==> src/design/aesxm_pkg.sv <==
// Package: shared types, constants and byte functions for the AES XCBC-MAC block.
`timescale 1ns / 1ps
`default_nettype none
package aesxm_pkg;

  localparam int unsigned BlockBytes = 16;
  localparam int unsigned HalfW      = 64;
  localparam int unsigned BlockW     = 128;
  localparam int unsigned CountW     = 5;
  localparam int unsigned AddrW      = 4;
  localparam int unsigned Rounds     = 10;

  localparam logic [7:0] PadByte = 8'h80;
  localparam logic [7:0] RconInit = 8'h01;

  // Register index, taken from paddr[3]
  localparam logic RegKeyHigh = 1'b0;
  localparam logic RegKeyLow  = 1'b1;

  typedef logic [7:0] byte_t;

  typedef enum logic [2:0] {
    ST_IDLE,
    ST_KGO,
    ST_KRUN,
    ST_MGO,
    ST_MRUN,
    ST_HOLD
  } xm_state_t;

  localparam byte_t SBOX [256] = '{
    8'h63,8'h7c,8'h77,8'h7b,8'hf2,8'h6b,8'h6f,8'hc5,8'h30,8'h01,8'h67,8'h2b,8'hfe,8'hd7,8'hab,8'h76,
    8'hca,8'h82,8'hc9,8'h7d,8'hfa,8'h59,8'h47,8'hf0,8'had,8'hd4,8'ha2,8'haf,8'h9c,8'ha4,8'h72,8'hc0,
    8'hb7,8'hfd,8'h93,8'h26,8'h36,8'h3f,8'hf7,8'hcc,8'h34,8'ha5,8'he5,8'hf1,8'h71,8'hd8,8'h31,8'h15,
    8'h04,8'hc7,8'h23,8'hc3,8'h18,8'h96,8'h05,8'h9a,8'h07,8'h12,8'h80,8'he2,8'heb,8'h27,8'hb2,8'h75,
    8'h09,8'h83,8'h2c,8'h1a,8'h1b,8'h6e,8'h5a,8'ha0,8'h52,8'h3b,8'hd6,8'hb3,8'h29,8'he3,8'h2f,8'h84,
    8'h53,8'hd1,8'h00,8'hed,8'h20,8'hfc,8'hb1,8'h5b,8'h6a,8'hcb,8'hbe,8'h39,8'h4a,8'h4c,8'h58,8'hcf,
    8'hd0,8'hef,8'haa,8'hfb,8'h43,8'h4d,8'h33,8'h85,8'h45,8'hf9,8'h02,8'h7f,8'h50,8'h3c,8'h9f,8'ha8,
    8'h51,8'ha3,8'h40,8'h8f,8'h92,8'h9d,8'h38,8'hf5,8'hbc,8'hb6,8'hda,8'h21,8'h10,8'hff,8'hf3,8'hd2,
    8'hcd,8'h0c,8'h13,8'hec,8'h5f,8'h97,8'h44,8'h17,8'hc4,8'ha7,8'h7e,8'h3d,8'h64,8'h5d,8'h19,8'h73,
    8'h60,8'h81,8'h4f,8'hdc,8'h22,8'h2a,8'h90,8'h88,8'h46,8'hee,8'hb8,8'h14,8'hde,8'h5e,8'h0b,8'hdb,
    8'he0,8'h32,8'h3a,8'h0a,8'h49,8'h06,8'h24,8'h5c,8'hc2,8'hd3,8'hac,8'h62,8'h91,8'h95,8'he4,8'h79,
    8'he7,8'hc8,8'h37,8'h6d,8'h8d,8'hd5,8'h4e,8'ha9,8'h6c,8'h56,8'hf4,8'hea,8'h65,8'h7a,8'hae,8'h08,
    8'hba,8'h78,8'h25,8'h2e,8'h1c,8'ha6,8'hb4,8'hc6,8'he8,8'hdd,8'h74,8'h1f,8'h4b,8'hbd,8'h8b,8'h8a,
    8'h70,8'h3e,8'hb5,8'h66,8'h48,8'h03,8'hf6,8'h0e,8'h61,8'h35,8'h57,8'hb9,8'h86,8'hc1,8'h1d,8'h9e,
    8'he1,8'hf8,8'h98,8'h11,8'h69,8'hd9,8'h8e,8'h94,8'h9b,8'h1e,8'h87,8'he9,8'hce,8'h55,8'h28,8'hdf,
    8'h8c,8'ha1,8'h89,8'h0d,8'hbf,8'he6,8'h42,8'h68,8'h41,8'h99,8'h2d,8'h0f,8'hb0,8'h54,8'hbb,8'h16
  };

  // GF(2^8) multiply by x
  function automatic byte_t xtime(input byte_t x);
    return {x[6:0], 1'b0} ^ (x[7] ? 8'h1b : 8'h00);
  endfunction

endpackage
`default_nettype wire

==> src/design/aesxm_if.sv <==
// Interfaces: message word channel and MAC word channel.
`timescale 1ns / 1ps
`default_nettype none
interface aesxm_in_if import aesxm_pkg::*; ();
  logic              valid;
  logic              ready;
  logic [HalfW-1:0]  block_high;
  logic [HalfW-1:0]  block_low;
  logic [CountW-1:0] byte_count;
  logic              first_block;
  logic              last_block;
  modport source (output valid, block_high, block_low, byte_count, first_block, last_block,
                  input ready);
  modport sink (input valid, block_high, block_low, byte_count, first_block, last_block,
                output ready);
endinterface

interface aesxm_out_if import aesxm_pkg::*; ();
  logic             valid;
  logic             ready;
  logic [HalfW-1:0] mac_high;
  logic [HalfW-1:0] mac_low;
  modport source (output valid, mac_high, mac_low, input ready);
  modport sink (input valid, mac_high, mac_low, output ready);
endinterface
`default_nettype wire

==> src/design/aesxm_core.sv <==
// AES-128 encryption, byte-serial SubBytes and on-the-fly key schedule.
`timescale 1ns / 1ps
`default_nettype none
module aesxm_core import aesxm_pkg::*; (
  input  wire logic              clk,
  input  wire logic              rst_n,
  input  wire logic              start,
  input  wire logic [BlockW-1:0] key_i,
  input  wire logic [BlockW-1:0] din_i,
  output logic                   busy,
  output logic                   done,
  output logic [BlockW-1:0]      dout
);

  byte_t      s_r [BlockBytes];
  byte_t      k_r [BlockBytes];
  logic [4:0] step_r;
  logic [3:0] round_r;
  byte_t      rc_r;
  logic       run_r;
  logic       done_r;

  logic [3:0] j;
  byte_t      ksrc, kmix, knew, sub_s;
  byte_t      t   [BlockBytes];
  byte_t      m   [BlockBytes];
  logic       last_round;
  logic       mix_step;

  assign j          = step_r[3:0];
  assign mix_step   = step_r[4];
  assign last_round = (round_r == 4'(Rounds));

  // next key byte from the rotating key register
  always_comb begin
    ksrc = (j == 4'd3) ? k_r[9] : k_r[13];
    if (j < 4'd4) kmix = SBOX[ksrc] ^ ((j == 4'd0) ? rc_r : 8'h00);
    else          kmix = k_r[12];
    knew  = k_r[0] ^ kmix;
    sub_s = SBOX[s_r[0]];
  end

  // ShiftRows and MixColumns; the last round skips MixColumns
  always_comb begin
    byte_t a0, a1, a2, a3, al;
    for (int c = 0; c < 4; c++) begin
      for (int i = 0; i < 4; i++) begin
        t[i + 4*c] = s_r[i + 4*((c + i) & 3)];
      end
    end
    for (int c = 0; c < 4; c++) begin
      a0 = t[4*c]; a1 = t[4*c+1]; a2 = t[4*c+2]; a3 = t[4*c+3];
      al = a0 ^ a1 ^ a2 ^ a3;
      if (last_round) begin
        m[4*c] = a0; m[4*c+1] = a1; m[4*c+2] = a2; m[4*c+3] = a3;
      end else begin
        m[4*c]   = a0 ^ al ^ xtime(a0 ^ a1);
        m[4*c+1] = a1 ^ al ^ xtime(a1 ^ a2);
        m[4*c+2] = a2 ^ al ^ xtime(a2 ^ a3);
        m[4*c+3] = a3 ^ al ^ xtime(a3 ^ a0);
      end
    end
  end

  // control
  always_ff @(posedge clk) begin
    if (!rst_n) begin
      run_r   <= 1'b0;
      done_r  <= 1'b0;
      step_r  <= '0;
      round_r <= '0;
      rc_r    <= RconInit;
    end else begin
      done_r <= 1'b0;
      if (start) begin
        run_r   <= 1'b1;
        step_r  <= '0;
        round_r <= 4'd1;
        rc_r    <= RconInit;
      end else if (run_r) begin
        if (mix_step) begin
          step_r <= '0;
          if (last_round) begin
            run_r  <= 1'b0;
            done_r <= 1'b1;
          end else begin
            round_r <= round_r + 4'd1;
            rc_r    <= xtime(rc_r);
          end
        end else begin
          step_r <= step_r + 5'd1;
        end
      end
    end
  end

  // datapath shift registers
  always_ff @(posedge clk) begin
    if (start) begin
      for (int i = 0; i < BlockBytes; i++) begin
        k_r[i] <= key_i[BlockW-1-8*i -: 8];
        s_r[i] <= din_i[BlockW-1-8*i -: 8] ^ key_i[BlockW-1-8*i -: 8];
      end
    end else if (run_r) begin
      if (mix_step) begin
        for (int i = 0; i < BlockBytes; i++) s_r[i] <= m[i] ^ k_r[i];
      end else begin
        for (int i = 0; i < BlockBytes-1; i++) begin
          s_r[i] <= s_r[i+1];
          k_r[i] <= k_r[i+1];
        end
        s_r[BlockBytes-1] <= sub_s;
        k_r[BlockBytes-1] <= knew;
      end
    end
  end

  always_comb begin
    for (int i = 0; i < BlockBytes; i++) dout[BlockW-1-8*i -: 8] = s_r[i];
  end

  assign busy = run_r;
  assign done = done_r;

endmodule
`default_nettype wire

==> src/design/aes_xcbc_mac_top.sv <==
// AES-128 XCBC-style MAC over 16-byte words; last word whitened by subkey 3 if full, subkey 2 if padded.
// Sequence for a word without first_block: accept, then the AES unit loads the word and runs
//   ten rounds of 16 byte-serial S-box steps and one mix step each, then back to idle.
// A first word adds three subkey encryptions ahead of its own.
// Words are taken only in idle, after the single AES unit ends the last one and any MAC is registered.
// Reset (synchronous, rst_n low): key, subkeys and chaining value clear to zero; no MAC pending.
`timescale 1ns / 1ps
`default_nettype none
module aes_xcbc_mac_top import aesxm_pkg::*; (
  input  wire logic             clk,
  input  wire logic             rst_n,
  aesxm_in_if.sink              in_ch,
  aesxm_out_if.source           out_ch,
  input  wire logic             psel,
  input  wire logic             penable,
  input  wire logic             pwrite,
  input  wire logic [AddrW-1:0] paddr,
  input  wire logic [HalfW-1:0] pwdata,
  output logic [HalfW-1:0]      prdata,
  output logic                  pready
);

  xm_state_t         state_r, state_nxt;
  logic [1:0]        n_r;
  logic [HalfW-1:0]  key_hi_r, key_lo_r;
  logic [BlockW-1:0] sub_r [3];
  logic [BlockW-1:0] chain_r;
  logic [BlockW-1:0] blk_r;
  logic [CountW-1:0] cnt_r;
  logic              first_r, last_r;
  logic              out_valid_r;
  logic [BlockW-1:0] out_data_r;

  logic              in_acc, out_free, load_out;
  logic              core_start, core_busy, core_done;
  logic [BlockW-1:0] core_key, core_din, core_dout, msg_x;
  byte_t             cbyte;

  // config port
  assign pready = 1'b1;
  assign prdata = (paddr[3] == RegKeyLow) ? key_lo_r : key_hi_r;

  always_ff @(posedge clk) begin
    if (!rst_n) begin
      key_hi_r <= '0;
      key_lo_r <= '0;
    end else if (psel && penable && pwrite && pready) begin
      if (paddr[3] == RegKeyLow) key_lo_r <= pwdata;
      else                       key_hi_r <= pwdata;
    end
  end

  assign in_ch.ready = (state_r == ST_IDLE);
  assign in_acc      = in_ch.valid && in_ch.ready;
  assign out_free    = !out_valid_r || out_ch.ready;

  // input word to encrypt: chain xor block, padded and whitened on the last word
  always_comb begin
    logic [CountW-1:0] cnt;
    logic              full;
    byte_t             b;
    cnt  = (cnt_r > CountW'(BlockBytes)) ? CountW'(BlockBytes) : cnt_r;
    full = (cnt == CountW'(BlockBytes));
    for (int i = 0; i < BlockBytes; i++) begin
      b = blk_r[BlockW-1-8*i -: 8];
      if (!last_r || full) msg_x[BlockW-1-8*i -: 8] = b;
      else if (CountW'(i) < cnt) msg_x[BlockW-1-8*i -: 8] = b;
      else if (CountW'(i) == cnt) msg_x[BlockW-1-8*i -: 8] = PadByte;
      else msg_x[BlockW-1-8*i -: 8] = 8'h00;
    end
    msg_x = msg_x ^ chain_r;
    if (last_r) msg_x = msg_x ^ (full ? sub_r[2] : sub_r[1]);
  end

  assign cbyte = 8'(n_r) + 8'd1;

  // sequencer
  always_comb begin
    state_nxt  = state_r;
    core_start = 1'b0;
    core_key   = sub_r[0];
    core_din   = msg_x;
    load_out   = 1'b0;
    unique case (state_r)
      ST_IDLE: if (in_acc) state_nxt = in_ch.first_block ? ST_KGO : ST_MGO;
      ST_KGO: begin
        core_start = 1'b1;
        core_key   = {key_hi_r, key_lo_r};
        core_din   = {BlockBytes{cbyte}};
        state_nxt  = ST_KRUN;
      end
      ST_KRUN: if (core_done) state_nxt = (n_r == 2'd2) ? ST_MGO : ST_KGO;
      ST_MGO: begin
        core_start = 1'b1;
        state_nxt  = ST_MRUN;
      end
      ST_MRUN: begin
        if (core_done) begin
          if (!last_r) state_nxt = ST_IDLE;
          else if (out_free) begin
            load_out  = 1'b1;
            state_nxt = ST_IDLE;
          end else state_nxt = ST_HOLD;
        end
      end
      ST_HOLD: begin
        if (out_free) begin
          load_out  = 1'b1;
          state_nxt = ST_IDLE;
        end
      end
      default: state_nxt = ST_IDLE;
    endcase
  end

  always_ff @(posedge clk) begin
    if (!rst_n) state_r <= ST_IDLE;
    else        state_r <= state_nxt;
  end

  // state registers
  always_ff @(posedge clk) begin
    if (!rst_n) begin
      n_r     <= '0;
      chain_r <= '0;
      for (int i = 0; i < 3; i++) sub_r[i] <= '0;
    end else begin
      if (state_r == ST_KRUN && core_done) begin
        sub_r[n_r] <= core_dout;
        if (n_r == 2'd2) begin
          n_r     <= '0;
          chain_r <= '0;
        end else n_r <= n_r + 2'd1;
      end
      if (state_r == ST_MRUN && core_done) chain_r <= last_r ? '0 : core_dout;
    end
  end

  // captured input word
  always_ff @(posedge clk) begin
    if (in_acc) begin
      blk_r   <= {in_ch.block_high, in_ch.block_low};
      cnt_r   <= in_ch.byte_count;
      first_r <= in_ch.first_block;
      last_r  <= in_ch.last_block;
    end
  end

  // output register
  always_ff @(posedge clk) begin
    if (!rst_n) out_valid_r <= 1'b0;
    else if (load_out) out_valid_r <= 1'b1;
    else if (out_ch.ready) out_valid_r <= 1'b0;
  end

  always_ff @(posedge clk) begin
    if (load_out) out_data_r <= core_dout;
  end

  assign out_ch.valid    = out_valid_r;
  assign out_ch.mac_high = out_data_r[BlockW-1:HalfW];
  assign out_ch.mac_low  = out_data_r[HalfW-1:0];

  aesxm_core u_core (
    .clk   (clk),
    .rst_n (rst_n),
    .start (core_start),
    .key_i (core_key),
    .din_i (core_din),
    .busy  (core_busy),
    .done  (core_done),
    .dout  (core_dout)
  );

  // checks
  a_done_state: assert property (@(posedge clk) disable iff (!rst_n)
    core_done |-> (state_r == ST_KRUN || state_r == ST_MRUN)) else $error("stray AES done");
  a_idle_core: assert property (@(posedge clk) disable iff (!rst_n)
    (state_r == ST_IDLE) |-> !core_busy) else $error("AES unit busy while idle");
  a_out_src: assert property (@(posedge clk) disable iff (!rst_n)
    $rose(out_valid_r) |-> $past(state_r == ST_MRUN || state_r == ST_HOLD))
    else $error("MAC word without final encryption");
  a_first_keys: assert property (@(posedge clk) disable iff (!rst_n)
    (state_r == ST_KGO) |-> first_r) else $error("subkey pass without first word");

endmodule
`default_nettype wire
==> src/flat_wrapper.sv <==
// flat-port wrapper written by rule: the top's interface ports become plain ports
module aes_xcbc_mac_top_flat import aesxm_pkg::*;
  (clk, rst_n, psel, penable, pwrite, paddr, pwdata, prdata, pready, in_ch_valid, in_ch_block_high, in_ch_block_low, in_ch_byte_count, in_ch_first_block, in_ch_last_block, in_ch_ready, out_ch_valid, out_ch_mac_high, out_ch_mac_low, out_ch_ready);
  aesxm_in_if in_ch_i ();
  aesxm_out_if out_ch_i ();
  input  wire logic clk;
  input  wire logic rst_n;
  input  wire logic psel;
  input  wire logic penable;
  input  wire logic pwrite;
  input  wire logic [AddrW-1:0] paddr;
  input  wire logic [HalfW-1:0] pwdata;
  output logic [HalfW-1:0] prdata;
  output logic pready;
  input wire logic [$bits(in_ch_i.valid)-1:0] in_ch_valid;
  input wire logic [$bits(in_ch_i.block_high)-1:0] in_ch_block_high;
  input wire logic [$bits(in_ch_i.block_low)-1:0] in_ch_block_low;
  input wire logic [$bits(in_ch_i.byte_count)-1:0] in_ch_byte_count;
  input wire logic [$bits(in_ch_i.first_block)-1:0] in_ch_first_block;
  input wire logic [$bits(in_ch_i.last_block)-1:0] in_ch_last_block;
  output wire logic [$bits(in_ch_i.ready)-1:0] in_ch_ready;
  output wire logic [$bits(out_ch_i.valid)-1:0] out_ch_valid;
  output wire logic [$bits(out_ch_i.mac_high)-1:0] out_ch_mac_high;
  output wire logic [$bits(out_ch_i.mac_low)-1:0] out_ch_mac_low;
  input wire logic [$bits(out_ch_i.ready)-1:0] out_ch_ready;
  assign in_ch_i.valid = in_ch_valid;
  assign in_ch_i.block_high = in_ch_block_high;
  assign in_ch_i.block_low = in_ch_block_low;
  assign in_ch_i.byte_count = in_ch_byte_count;
  assign in_ch_i.first_block = in_ch_first_block;
  assign in_ch_i.last_block = in_ch_last_block;
  assign in_ch_ready = in_ch_i.ready;
  assign out_ch_valid = out_ch_i.valid;
  assign out_ch_mac_high = out_ch_i.mac_high;
  assign out_ch_mac_low = out_ch_i.mac_low;
  assign out_ch_i.ready = out_ch_ready;
  aes_xcbc_mac_top u_core (.clk(clk), .rst_n(rst_n), .in_ch(in_ch_i), .out_ch(out_ch_i), .psel(psel), .penable(penable), .pwrite(pwrite), .paddr(paddr), .pwdata(pwdata), .prdata(prdata), .pready(pready));
endmodule
==> config.mk <==
export PLATFORM = sky130hd
export DESIGN_NAME = aes_xcbc_mac_top_flat
export DESIGN_NICKNAME = d
export VERILOG_FILES = /design/src/design/aesxm_pkg.sv /design/src/design/aesxm_if.sv /design/src/design/aesxm_core.sv /design/src/design/aes_xcbc_mac_top.sv /design/src/flat_wrapper.sv
export SDC_FILE = /design/constraint.sdc
export NUM_CORES = 2
export LEC_CHECK = 0
export BUFFER_PORTS_ARGS = -buffer_cell sky130_fd_sc_hd__clkbuf_2
export CAP_MARGIN = 20
export CORE_ASPECT_RATIO = 2
export CORE_MARGIN = 10
export CORE_UTILIZATION = 50
export DETAILED_ROUTE_END_ITERATION = 6
export HOLD_SLACK_MARGIN = 0.03
export PLACE_DENSITY = 0.66
export SYNTH_ARGS = -nofsm -noshare
export SYNTH_HDL_FRONTEND = slang
export SYNTH_SLANG_ARGS = --single-unit
export TNS_END_PERCENT = 20
==> constraint.sdc <==
create_clock -name clk -period 18.45 [get_ports clk]
set_input_delay 3.69 -clock clk [delete_from_list [all_inputs] [get_ports clk]]
set_output_delay 3.69 -clock clk [all_outputs]
set_load 0.02 [all_outputs]
==> run metrics <==
status=finished with violations; violated checks=design-rule violations; most common cell after layout, fill and taps aside=nand2_1; DRT iter0 DRCs=6494; CTS Buf Count=106; Top delay family on crit path=buffers and inverters; FF-to-FF path depth=14; RSZ-0062 raised after global routing=false; GRT Overall Usage=37.6%; Critical Path End Type=output port; Yosys top cell area share=40.2%; vias in the first global route=53122; syn_nets=6960; Post-Layout Cell Count=8603; Comb power frac=44.2%; Placement Cell Area=0.0704 mm2; DR WL met2=135 mm; routed wire length=291 mm; Worst slew margin=16.2%; initial antenna violation count=23; core area=0.134 mm2; leakage=26.3 nW; switching power=4.77 mW; Critical R2R Launch=u_core.u_core.step_r[0]$_SDFFE_PP0P_; first-pass GRT wire length=405 mm; Final Cycle Share=49.9%; number of H-tree levels=3; Slew @ Worst Pin=1.24 ns; post-route cell area=0.0741 mm2; Max Used Layer=met5; Clk Tree Root Cell=clkbuf_16; routed len/inst=33.8 um; Clk Latency, worst-skew pair=0.78 ns; via count=54666; Critical Path Sink=prdata[54]; Crit Path Class=in -> out; worst path bufs/invs=3; switch share=42.8%; R2R setup slack=11.63 ns; number of synthesized register bits=1183; final hold slack=0.479 ns; Cell Rows=190; CTS tree=yes; layout cells sized above 1=14.9%; setup TNS=0 ns; vias per cell=6.35; most frequent CP cell=buf_4; Critical Path Stages=4; wl on met1=98.3 mm; cell-internal power=6.37 mW; Syn Area/Cell=10.1 um2; crit start category=input pin; CP max-delay cell=buf_4; worst r2r dst=u_core.u_core.k_r[1][57]$_DFFE_PN_; antenna-violating nets left=0; grt total ovfl=0; slowest stage delay, CP=0.66 ns; power share of the clock group=20.9%; Post-Place Worst Slack=9.29 ns; final setup vio count=0; fillers=11942; Seq/Total Area, Yosys=48.5%; sequential fraction of design power=34.9%; crit-path max FO=37; post-route DRC violation count=2; most frequent cells in the layout=nand2_1 (961), edfxtp_1 (902), xnor2_1 (741); Die Area=0.151 mm2; hold buffer count at cts=0; DIE HEIGHT=539 um; endpoints failing hold=0; I/O Pins=405; post-route worst setup slack=9.25 ns; Port Buf Inserts=400; Die Width=280 um; setup bufs post-CTS=0; Layout area overhead=9.92%; EDFF count, synth=902; final critical-path required period=9.20 ns; area leader, netlist=edfxtp_1; Max VDD drop=0.000104 V; Pwr Density=150 mW/mm2; ys async rst share=0%; Worst EP arrival=5.51 ns; Worst Setup SP=paddr[3]; largest cells by area after synthesis=edfxtp_1 (40%), xnor2_1 (9.6%), dfxtp_1 (8.3%); MaxCap Viol Count=0; Final nets=7015; placer congestion estimate=1.02; dpl cells=8379; largest net degree at the start of global routing=129; Synth cell types=97; Cells after Synth=6712; top_reg_cell synth=edfxtp_1; WP data required=14.76 ns; max-slew violations=0; worst min path class=reg -> reg; cts repair resizes=0; Longest Clk Path Bufs=3; met3 routed WL=27.6 mm; CP Cell Sequence=buf_4 -> buf_4 -> mux2_2 -> clkbuf_2; Fin Clk Skew=0.0672 ns; DR pass1 iterations=7; Clock transition at path regs=0.07 ns; CTS Sinks=1183; hpwl dp=204 mm; f_max=109 MHz; Synth warnings=0; Starting Density=50.3%; Cell Area, Synth=0.0675 mm2
==> power by group through the flow <==
stage	clock (mW)	sequential, mW	combinational (mW)
floorplan	0	3.41	3.47
global placement	0	3.90	4.71
detailed placement	0	3.91	4.72
CTS	2.35	3.86	4.75
global route	2.44	3.87	5.15
finish	2.33	3.89	4.92
==> registers in the layout, summed over array words and instances (netlist names) <==
name / flops
u_core.u_core.busy: 1
u_core.u_core.s_r: 128
u_core.n_r: 2
u_core.u_core.k_r: 128
u_core.state_r: 3
u_core.out_ch.valid: 1
u_core.key_hi_r: 64
u_core.u_core.done: 1
u_core.key_lo_r: 64
u_core.cnt_r: 5
u_core.blk_r: 128
u_core.chain_r: 128
u_core.last_r: 1
u_core.u_core.round_r: 4
u_core.u_core.rc_r: 8
u_core.sub_r: 384
u_core.out_data_r: 128
u_core.u_core.step_r: 5
==> worst min path at each step <==
stage / start / endpoint / slack, ns / cells after the start
after detailed placement: u_core.u_core.rc_r[6]$_SDFFE_PP0P_ / u_core.u_core.rc_r[6]$_SDFFE_PP0P_ / 0.47 / 2
after global placement: u_core.u_core.rc_r[5]$_SDFFE_PP0P_ / u_core.u_core.rc_r[6]$_SDFFE_PP0P_ / 0.46 / 2
after floorplan: u_core.u_core.s_r[1][56]$_DFFE_PP_ / u_core.out_data_r[0]$_DFFE_PP_ / 0.42 / 0
final: u_core.u_core.rc_r[6]$_SDFFE_PP0P_ / u_core.u_core.rc_r[7]$_SDFFE_PP0P_ / 0.48 / 2
after CTS: u_core.u_core.rc_r[6]$_SDFFE_PP0P_ / u_core.u_core.rc_r[7]$_SDFFE_PP0P_ / 0.48 / 2
after global routing: u_core.u_core.rc_r[4]$_SDFFE_PP0P_ / u_core.u_core.rc_r[5]$_SDFFE_PP0P_ / 0.50 / 2
==> metal layers <==
layer	track usage (%)	up-vias
li1	-	23500
met1	41.9	26875
met2	61.1	3370
met3	8.32	909
met4	30.9	12
met5	0	-
==> stage by stage <==
| stage | util [%] | power [mW] |
|---|---|---|
| 2_1_floorplan | - | 6.88 |
| 3_3_place_gp | 52.5 | 8.62 |
| 3_5_place_dp | 52.5 | 8.63 |
| 4_1_cts | 55.2 | 11.0 |
| 5_1_grt | 55.3 | 11.5 |
| 6_report | 55.3 | 11.1 |
==> synth_stat cells (11+ instances only) <==
master	count
nand2_1	966
edfxtp_1	902
xnor2_1	741
clkbuf_1	502
and2_1	389
nor2_1	350
o21ai_0	321
a21oi_1	317
dfxtp_1	281
xor2_1	276
mux2_2	197
nor2b_1	171
a21boi_0	170
a22oi_1	132
a31oi_1	116
a211oi_1	88
mux2i_1	87
nand3_1	56
o211ai_1	51
o221ai_1	51
nor3_1	48
buf_1	41
ha_1	38
nand2b_1	37
inv_1	30
buf_2	27
a221oi_1	21
o22ai_1	21
mux4_2	19
o311ai_0	17
and3_1	16
buf_6	16
buf_4	14
o31ai_1	12
o21ai_1	11
==> tightest hold or removal path: stages (launching register included) <==
cell and delay (ns):
dfxtp_1 0.33, nand2_1 0.06, a21oi_1 0.05
==> layout make-up <==
| type | instances | area, um2 | share of cell area [%] |
|---|---|---|---|
| diodes | 14 | 35.0 | 0.0472 |
| flip-flops and latches | 1183 | 32700 | 44.1 |
| clock buffers | 141 | 2920 | 3.94 |
| inverters | 36 | 136 | 0.184 |
| repair buffers | 550 | 3260 | 4.39 |
| well taps | 1728 | 2160 | 2.92 |
| multi-input cells | 4890 | 32300 | 43.5 |
| clock inverters | 61 | 643 | 0.867 |
==> kinds of logic (layout without fill, tap and decap cells) <==
family	Yosys count	in the layout	share of synthesized area, %
simple gates	2085	2085	14.3
compound gates	1435	1435	13.8
flops	1183	1183	48.5
xor+xnor	1017	1017	13.2
buf+inv	639	788	3.93
mux	314	314	5.49
fa+ha+maj	38	38	0.705
other cells	1	15	0.00556
(Power assumes the default switching activity.)
